**config.mk**
```make
export PLATFORM = sky130hd
export DESIGN_NAME = scpc_ram
export DESIGN_NICKNAME = d
export VERILOG_FILES = /design/src/hdl/scpc_ram.sv
export SDC_FILE = /design/constraint.sdc
export NUM_CORES = 1
export LEC_CHECK = 0
export BUFFER_PORTS_ARGS = -buffer_cell sky130_fd_sc_hd__buf_4
export CAP_MARGIN = 25
export CORE_ASPECT_RATIO = 1.1
export CORE_MARGIN = 2
export CORE_UTILIZATION = 59
export CTS_CLUSTER_SIZE = 30
export DETAILED_ROUTE_END_ITERATION = 10
export HOLD_SLACK_MARGIN = 0.03
export PLACE_DENSITY = 0.85
export SLEW_MARGIN = 20
export SYNTH_ARGS = -nofsm -noshare
export SYNTH_HDL_FRONTEND = slang
export SYNTH_SLANG_ARGS = --single-unit
```
**constraint.sdc**
```tcl
create_clock -name clk -period 5.2 [get_ports clk]
set_input_delay 1.04 -clock clk [delete_from_list [all_inputs] [get_ports clk]]
set_output_delay 1.04 -clock clk [all_outputs]
set_load 0.1 [all_outputs]
```
**src/hdl/scpc_ram.sv**
```systemverilog
// Generic single-port synchronous RAM with a registered read.
module scpc_ram #(
  parameter int unsigned WIDTH = 8,
  parameter int unsigned DEPTH = 16
) (
  input  logic                     clk,
  input  logic                     we,
  input  logic [$clog2(DEPTH)-1:0] addr,
  input  logic [WIDTH-1:0]         wdata,
  output logic [WIDTH-1:0]         rdata
);

  logic [WIDTH-1:0] mem [DEPTH];

  always_ff @(posedge clk) begin
    if (we) begin
      mem[addr] <= wdata;
    end
    rdata <= mem[addr];
  end

endmodule

```
==> impl_metrics.toml <==
[run_status]
status = "finished clean"

[power_and_ir_drop]
p_per_area_nw_per_um2 = 449
comb_power_share = 0.065
seq_power_share = 0.462
peakVddDrop_mv = 0.337
p_sw_mw = 0.571
p_int_mw = 2.10
p_leak_nw = 1.94
switching_share = 0.214
p_clk_frac = 0.473

[clock_tree]
ctsResizeCount = 0
clk_pin_slew_ns = 0.06
cts_buffers = 17
clk_path_buf_depth = 2
cts-hold-fix-buffers = 0
cts_setup_buffers = 0
cts_tree = "done"
cts.sinks = 136
clock_latency_ns = 0.51
clock-root-buffer = "clkbuf_8"
htreeDepth = 4

[floorplan]
rows = 35
die_height_um = 101
io_pins = 22
dieArea_um2 = 9350
die_w_um = 92.4
core_um2 = 8360
initial_core_util = 0.606

[routing]
drt-total-wl_um = 10200
wl_per_cell_um = 26.6
via_per_inst = 6.36
drc = 0
num_vias = 2448
drtPass1Iterations = 4
final_antenna_net_count = 0
drtIter0Drc = 192

[sta]
setup_tns_ns = 0
max_freq_mhz = 407
post-route-period-util = 0.473
drv_slew = 0
worst_slew_pin_slew_ns = 0.847
min_period_ns = 2.46
skew_ns = 0.00657
rsz0062_at_grt = "no"
fin_hold_ws_ns = 0.698
maxSlewHeadroom = 0.434
final_hold_viol_count = 0
finalSetupViolations = 0

[yosys]
ys_types = 18
synth.cell_area_um2 = 5070
yosys.area.top_type = "edfxtp_1"
syn_inst = 230
synth-seq-cells = 136
synth_area_leaders = "edfxtp_1 (76%), mux4_2 (14%), dfxtp_1 (3.2%)"
syn_nets = 244
synth_top_area_frac = 0.759
yosys_warnings = 0
syn_avg_cell_area_um2 = 22.0
seq_area_frac_synth = 0.790

[grt]
grt_max_degree = 40
grt_util_all_layers = 0.242
grt_antenna_before_repair = 0
grt_first_pass_wirelength_um = 15300
grt_pass1_vias = 2478
overflow = 0

[placement]
port_buffers = 21
place_inst = 353
dp_hpwl_um = 5760
post_dp_cell_area_um2 = 5320
gp_congestion = 0.889

[finish]
final_cells = 385
area_delta_synth_final_pct = 17.4
antennaDiodeCount = 0
nets = 275
drive_above_1_share = 0.318
fin_area_um2 = 5950

[setup_path]
worst-path-max-fanout = 39
criticalPathCategory = "input pin to flip-flop"
critPathLaunchType = "input pin"
crit_required_ns = 5.34
arrival_ns = 2.60
end_kind = "flip-flop"

[min_path]
hp-class = "flip-flop to flip-flop"

[run]
cap_viol_max_count = 0
cell families (layout without fill, tap and decap cells):
| group | Yosys count | after routing | synth area share |
|---|---|---|---|
| and+or+nand+nor | 35 | 35 | 0.0321 |
| DFF | 136 | 136 | 0.790 |
| muxes | 32 | 32 | 0.142 |
| buffers and inverters | 11 | 55 | 0.0119 |
| AOI/OAI and AO/OA | 16 | 16 | 0.0237 |
Yosys cell counts:
| cell | number |
|---|---|
| a22oi_1 | 16 |
| and2_1 | 1 |
| buf_1 | 4 |
| buf_2 | 2 |
| buf_6 | 2 |
| clkbuf_1 | 2 |
| clkbuf_2 | 1 |
| dfxtp_1 | 8 |
| edfxtp_1 | 128 |
| mux4_2 | 32 |
| nand2_1 | 9 |
| nand2b_1 | 2 |
| nand3_1 | 1 |
| nand3b_1 | 2 |
| nor2_1 | 13 |
| nor2b_1 | 2 |
| nor3_1 | 4 |
| or3b_2 | 1 |
worst max-delay path, stage by stage:
cell	delay, ns
buf_4	0.54
nand2_1	0.30
nor2_1	0.69
cell type report:
class / instances / area, µm²
Sequential cell: 136 / 4000
Clock inverter: 14 / 204
Timing Repair Buffer: 23 / 170
Clock buffer: 18 / 418
Tap cell: 111 / 139
Fill cell: 453 / 2420
Multi-Input combinational cell: 83 / 1010
state kept, by name (all words and copies together), names as in the netlist:
name   flops
mem      128
rdata      8
final timing paths:
kind	from	end	slack, ns	cells past startpoint
worst max-delay path	addr[0]	mem[11][0]$_DFFE_PP_	2.74	3
worst min-delay path	mem[14][3]$_DFFE_PP_	rdata[3]$_DFF_P_	0.70	3
worst max register to register	mem[3][6]$_DFFE_PP_	rdata[6]$_DFF_P_	3.71	3
worst min register to register	mem[14][3]$_DFFE_PP_	rdata[3]$_DFF_P_	0.70	3
power groups by stage:
stage / Combinational [mW] / Clock (mW) / Sequential, mW
CTS: 0.174 / 1.27 / 1.23
global route: 0.181 / 1.32 / 1.23
finish: 0.174 / 1.26 / 1.23
floorplan: 0.0631 / 0 / 1.31
global placement: 0.166 / 0 / 1.25
detailed placement: 0.171 / 0 / 1.26
layer usage:
| metal | vias up | wire length (µm) | track usage |
|---|---|---|---|
| met3 | 20 | 788 | 0.0685 |
| li1 | 1022 | - | - |
| met2 | 148 | 5270 | 0.384 |
| met1 | 1258 | 3860 | 0.319 |
| met4 | 0 | 328 | 0.113 |
| met5 | - | 0 | 0 |
metrics by stage:
stage	setup slack, ns	utilization	power (mW)
after floorplan	2.67	-	1.37
after global routing	2.63	0.711	2.74
after detailed placement	2.18	0.636	1.43
after CTS	2.75	0.710	2.68
after global placement	2.36	0.634	1.42
final	2.74	0.711	2.67
layout by cell type, fill, tap and decap left out, drive strengths merged, types with 2 or more instances in the layout:
master	count
edfxtp	128
mux4	32
buf	23
clkbuf	18
a22oi	16
nor2	13
nand2	9
dfxtp	8
bufinv	5
clkinv	5
nor3	4
clkinvlp	3
nor2b	2
nand3b	2
nand2b	2
Note: power is estimated with default switching activity, not from simulation.
