[src/hdl/scpc_pkg.sv]
// Shared types, codes and constants of the soft-clip position counter.
package scpc_pkg;

  localparam int unsigned DEF_TABLE_ENTRIES     = 4096;
  localparam int unsigned DEF_MAX_PROBES        = 8;
  localparam int unsigned DEF_COUNT_BITS        = 16;
  localparam int unsigned DEF_KNOWN_CHROMOSOMES = 24;

  localparam logic [7:0]  RESET_MAPQ_FLOOR = 8'd10;
  localparam logic [15:0] RESET_SKIP_MASK  = 16'd1540;
  localparam logic [3:0]  OP_SOFT_CLIP     = 4'd4;

  // Halves of the 64-bit Fibonacci hashing multiplier.
  localparam logic [31:0] HASH_MULT_HI = 32'h9E3779B9;
  localparam logic [31:0] HASH_MULT_LO = 32'h7F4A7C15;

  typedef enum logic [1:0] {
    CMD_PROCESS = 2'd0,
    CMD_LOOKUP  = 2'd1,
    CMD_INDEX   = 2'd2,
    CMD_NONE    = 2'd3
  } cmd_t;

  typedef enum logic {
    CFG_MAPQ_FLOOR = 1'b0,
    CFG_SKIP_MASK  = 1'b1
  } cfg_reg_t;

  typedef enum logic [2:0] {
    S_CLEAR,
    S_IDLE,
    S_HASH_LO,
    S_HASH_MID,
    S_HOME,
    S_READ,
    S_CHECK,
    S_FINISH
  } state_t;

  typedef struct packed {
    logic [1:0]  command;
    logic [4:0]  chromosome;
    logic [30:0] read_position;
    logic [15:0] read_length;
    logic [15:0] read_flags;
    logic [7:0]  mapping_quality;
    logic [3:0]  first_cigar_op;
    logic [3:0]  last_cigar_op;
    logic [11:0] entry_index;
  } in_t;

  typedef struct packed {
    logic        read_counted;
    logic [1:0]  clip_sides;
    logic [15:0] start_clip_count;
    logic [15:0] end_clip_count;
    logic        entry_valid;
    logic [4:0]  entry_chrom;
    logic [31:0] entry_position;
    logic        table_full;
  } out_t;

  // Control from the sequencer to the hash unit.
  typedef struct packed {
    logic load_lo;
    logic load_mid;
  } hash_ctrl_t;

endpackage

[src/hdl/scpc_hash.sv]
// Two-step multiplicative hash giving the home slot of a 37-bit key.
module scpc_hash
  import scpc_pkg::*;
#(
  parameter int unsigned TABLE_ENTRIES = DEF_TABLE_ENTRIES
) (
  input  logic                             clk,
  input  hash_ctrl_t                       ctrl,
  input  logic [36:0]                      key,
  output logic [$clog2(TABLE_ENTRIES)-1:0] home
);

  localparam int unsigned AW = $clog2(TABLE_ENTRIES);

  logic [63:0] prod_lo;
  logic [31:0] prod_mid;
  logic [31:0] cross_a;
  logic [31:0] cross_b;
  logic [31:0] upper;

  // Only the low halves of the cross products reach bits 63:32 of the hash.
  assign cross_a = key[31:0] * HASH_MULT_HI;
  assign cross_b = {27'd0, key[36:32]} * HASH_MULT_LO;

  always_ff @(posedge clk) begin
    if (ctrl.load_lo) begin
      prod_lo <= {32'd0, key[31:0]} * {32'd0, HASH_MULT_LO};
    end
    if (ctrl.load_mid) begin
      prod_mid <= cross_a + cross_b;
    end
  end

  assign upper = prod_lo[63:32] + prod_mid;
  assign home  = upper[AW-1:0];

endmodule

[config.mk]
export PLATFORM = sky130hd
export DESIGN_NAME = scpc_hash
export DESIGN_NICKNAME = d
export VERILOG_FILES = /design/src/hdl/scpc_pkg.sv /design/src/hdl/scpc_hash.sv
export SDC_FILE = /design/constraint.sdc
export NUM_CORES = 1
export LEC_CHECK = 0
export ABC_AREA = 1
export CORE_ASPECT_RATIO = 0.75
export CORE_MARGIN = 3
export CORE_UTILIZATION = 30
export DETAILED_ROUTE_END_ITERATION = 6
export DONT_BUFFER_PORTS = 1
export SYNTH_ARGS = -nofsm -noshare
export SYNTH_HDL_FRONTEND = slang
export SYNTH_SLANG_ARGS = --single-unit
[constraint.sdc]
create_clock -name clk -period 12.25 [get_ports clk]
set_clock_uncertainty 0.1 [all_clocks]
set_input_delay 2.45 -clock clk [delete_from_list [all_inputs] [get_ports clk]]
set_output_delay 2.45 -clock clk [all_outputs]
set_load 0.05 [all_outputs]
==> flow_summary.yaml <==
cells_and_area:
  layout_commonest_cell: "inv_1"
  fillers: 5575
  drive_gt1_share_pct: 1.92
  area_growth_pct: 5.96
  regArea_um2: 721
  multiInputGateArea_um2: 13500
  design_area_um2: 17400
  final_cell_mix: "589 x inv_1, 327 x fa_1, 327 x ha_1"
  num_antenna_cells: 0
  layout.nets: 2569
synth:
  avgSynthCellArea_um2: 8.81
  ys_async_sr_fraction_pct: 0
  post-synth-top-area-cell: "fa_1"
  synth-seq-cells: 24
  yosysSeqAreaShare_pct: 4.38
  netlist_instances: 1868
  yosys.cell_types.count: 37
  syn_nets: 2562
  synthesis.area_um2: 16500
  synth_area_leaders: "fa_1 40%, ha_1 25%, inv_1 13%, nand2_1 6.3%, edfxtp_1 4.4%"
  synth_top_area_share_pct: 39.8
  synth_edf_count: 24
  yosys_warnings: 0
  synth_ff_type: "edfxtp_1"
clock_tree:
  cts_buffer_depth: 2
  cts_buffers: 3
  cts_root_buf: "clkbuf_16"
  cts_resized: 0
  cts_tree: "done"
  hold_buffers: 0
  clk_pin_slew_ns: 0.07
  htree_levels: 1
  post_cts_buffers: 0
  clock-sinks: 24
outcome:
  run_status: "completed"
setup_path:
  cp.arrival_ns: 8.45
  crit_top_cell: "fa_1"
  cp-end-kind: "flip-flop"
  path_cells: "inv_1, fa_1, inv_1, fa_1, fa_1, fa_1, fa_1, fa_1, fa_1, inv_1, fa_1, inv_1, ha_1, nand2_2, nor2_2, nand2_1, nor4_2, nand3b_1, nand4_1, nand2_1"
  setup.worst_path.class: "input port to flip-flop"
  cp-start-kind: "input port"
  worst_path_largest_cell_delay_ns: 0.54
  path_max_fanout: 6
  cpMaxStageDelayCell: "fa_1"
  required_ns: 12.18
placed_design:
  io_buffers: 0
  detailed_place_hpwl_um: 45000
  place.gp.congestion: 0.991
  place_area_um2: 17400
die:
  std_cell_rows: 73
  die-area_um2: 57800
  die_y_um: 209
  fp.coreArea_um2: 53600
  die_width_um: 277
  io_pins: 52
  start_util_pct: 30.7
grt:
  grtUsageTotal_pct: 17.0
  grt_pass1_vias: 12300
  gr-total-overflow: 0
  grt_max_degree: 17
  grt_pass1_wl_um: 74200
  antenna_found_initial: 0
sta:
  fin_crit_sh_pct: 69.5
  slew_violations: 0
  max_freq_ghz: 0.117
  relSlewSlack_pct: 27.3
  setup_viol: 0
  tns_ns: 0
  tightest_slew_ns: 1.08
  rsz0062_at_grt: "false"
  finalCriticalPeriod_ns: 8.52
  finalHoldViolCount: 0
route:
  num_vias: 11700
  avgRoutedWirePerCell_um: 18.7
  antenna_left: 0
  wl_um: 48300
  drcViolationCount: 0
  vias_per_cell: 4.51
  first_pass_iters: 5
  drt_iter0_drc: 736
worst_hold_path:
  hp-class: "input port to flip-flop"
run:
  max_cap_violations: 0
==> layer usage <==
layer  wire, um  vias up  GRT usage, %  share of wire, %
li1           -     5599             -                 -
met1      24000     5724          25.6                50
met2      19700      315          24.7                41
met3       3990       31          4.51               8.3
met4        604        0          2.17               1.3
met5          0        -             0                 0
==> kinds of logic after synthesis <==
family          count (synthesis)  share of synthesized area (%)
flops                          24                           4.38
buf+inv                       592                           13.5
fa+ha+maj                     654                           64.6
compound gates                111                           3.82
simple gates                  452                           11.8
xor+xnor                       35                           1.86
==> worst max-delay path, delay by kind of cell <==
family / cells / cell delay, ns
fa+ha+maj: 9 / 4.28
buf+inv: 4 / 0.48
simple gates: 7 / 1.23
==> stage by stage <==
| stage | util, % | std cells | hold WS, ns | worst slack, ns |
|---|---|---|---|---|
| after global routing | 32.5 | 2585 | 2.18 | 3.52 |
| after detailed placement | 32.4 | 2582 | 2.46 | 3.47 |
| after global placement | 32.4 | 2582 | 2.46 | 3.38 |
| after floorplan | - | 1868 | 2.46 | 4.26 |
| final | 32.5 | 2585 | 2.19 | 3.73 |
| after CTS | 32.5 | 2585 | 2.19 | 3.75 |
==> final timing paths <==
kind,start,end,slack (ns),depth (start not counted)
max,key[4],prod_lo[37],3.73,20
min,ctrl[1],prod_lo[37],2.19,0
==> cell type report <==
type / count / share of cell area [%]
clock buffers: 3 / 0.430
inverters: 592 / 12.7
multi-input cells: 1252 / 77.5
flip-flops and latches: 24 / 4.13
well taps: 712 / 5.11
repair buffers: 2 / 0.0861
==> state kept, by name, summed over array words and instances, names as in the netlist <==
name      flops
prod_lo      12
prod_mid     12
==> cells in the mapped netlist (2+ instances only) <==
master and count:
inv_1 589, fa_1 327, ha_1 327, nand2_1 275, nor2_1 80, a21oi_1 60
nand3_1 39, edfxtp_1 24, xor2_1 22, o21ai_0 19, xnor2_1 13, nor3_1 12
o21bai_1 10, nand4_1 9, nor2_2 9, nand2_2 8, o21ai_1 8, a21o_1 5
nand3b_1 5, nor2_4 3, o2111ai_1 3, and2_1 2, inv_2 2, nor3_2 2
nor4_4 2, o211ai_1 2
Power is left out: the tool's default activity adds up to more than one toggle a clock period on the data nets, which glitch-free logic cannot reach.
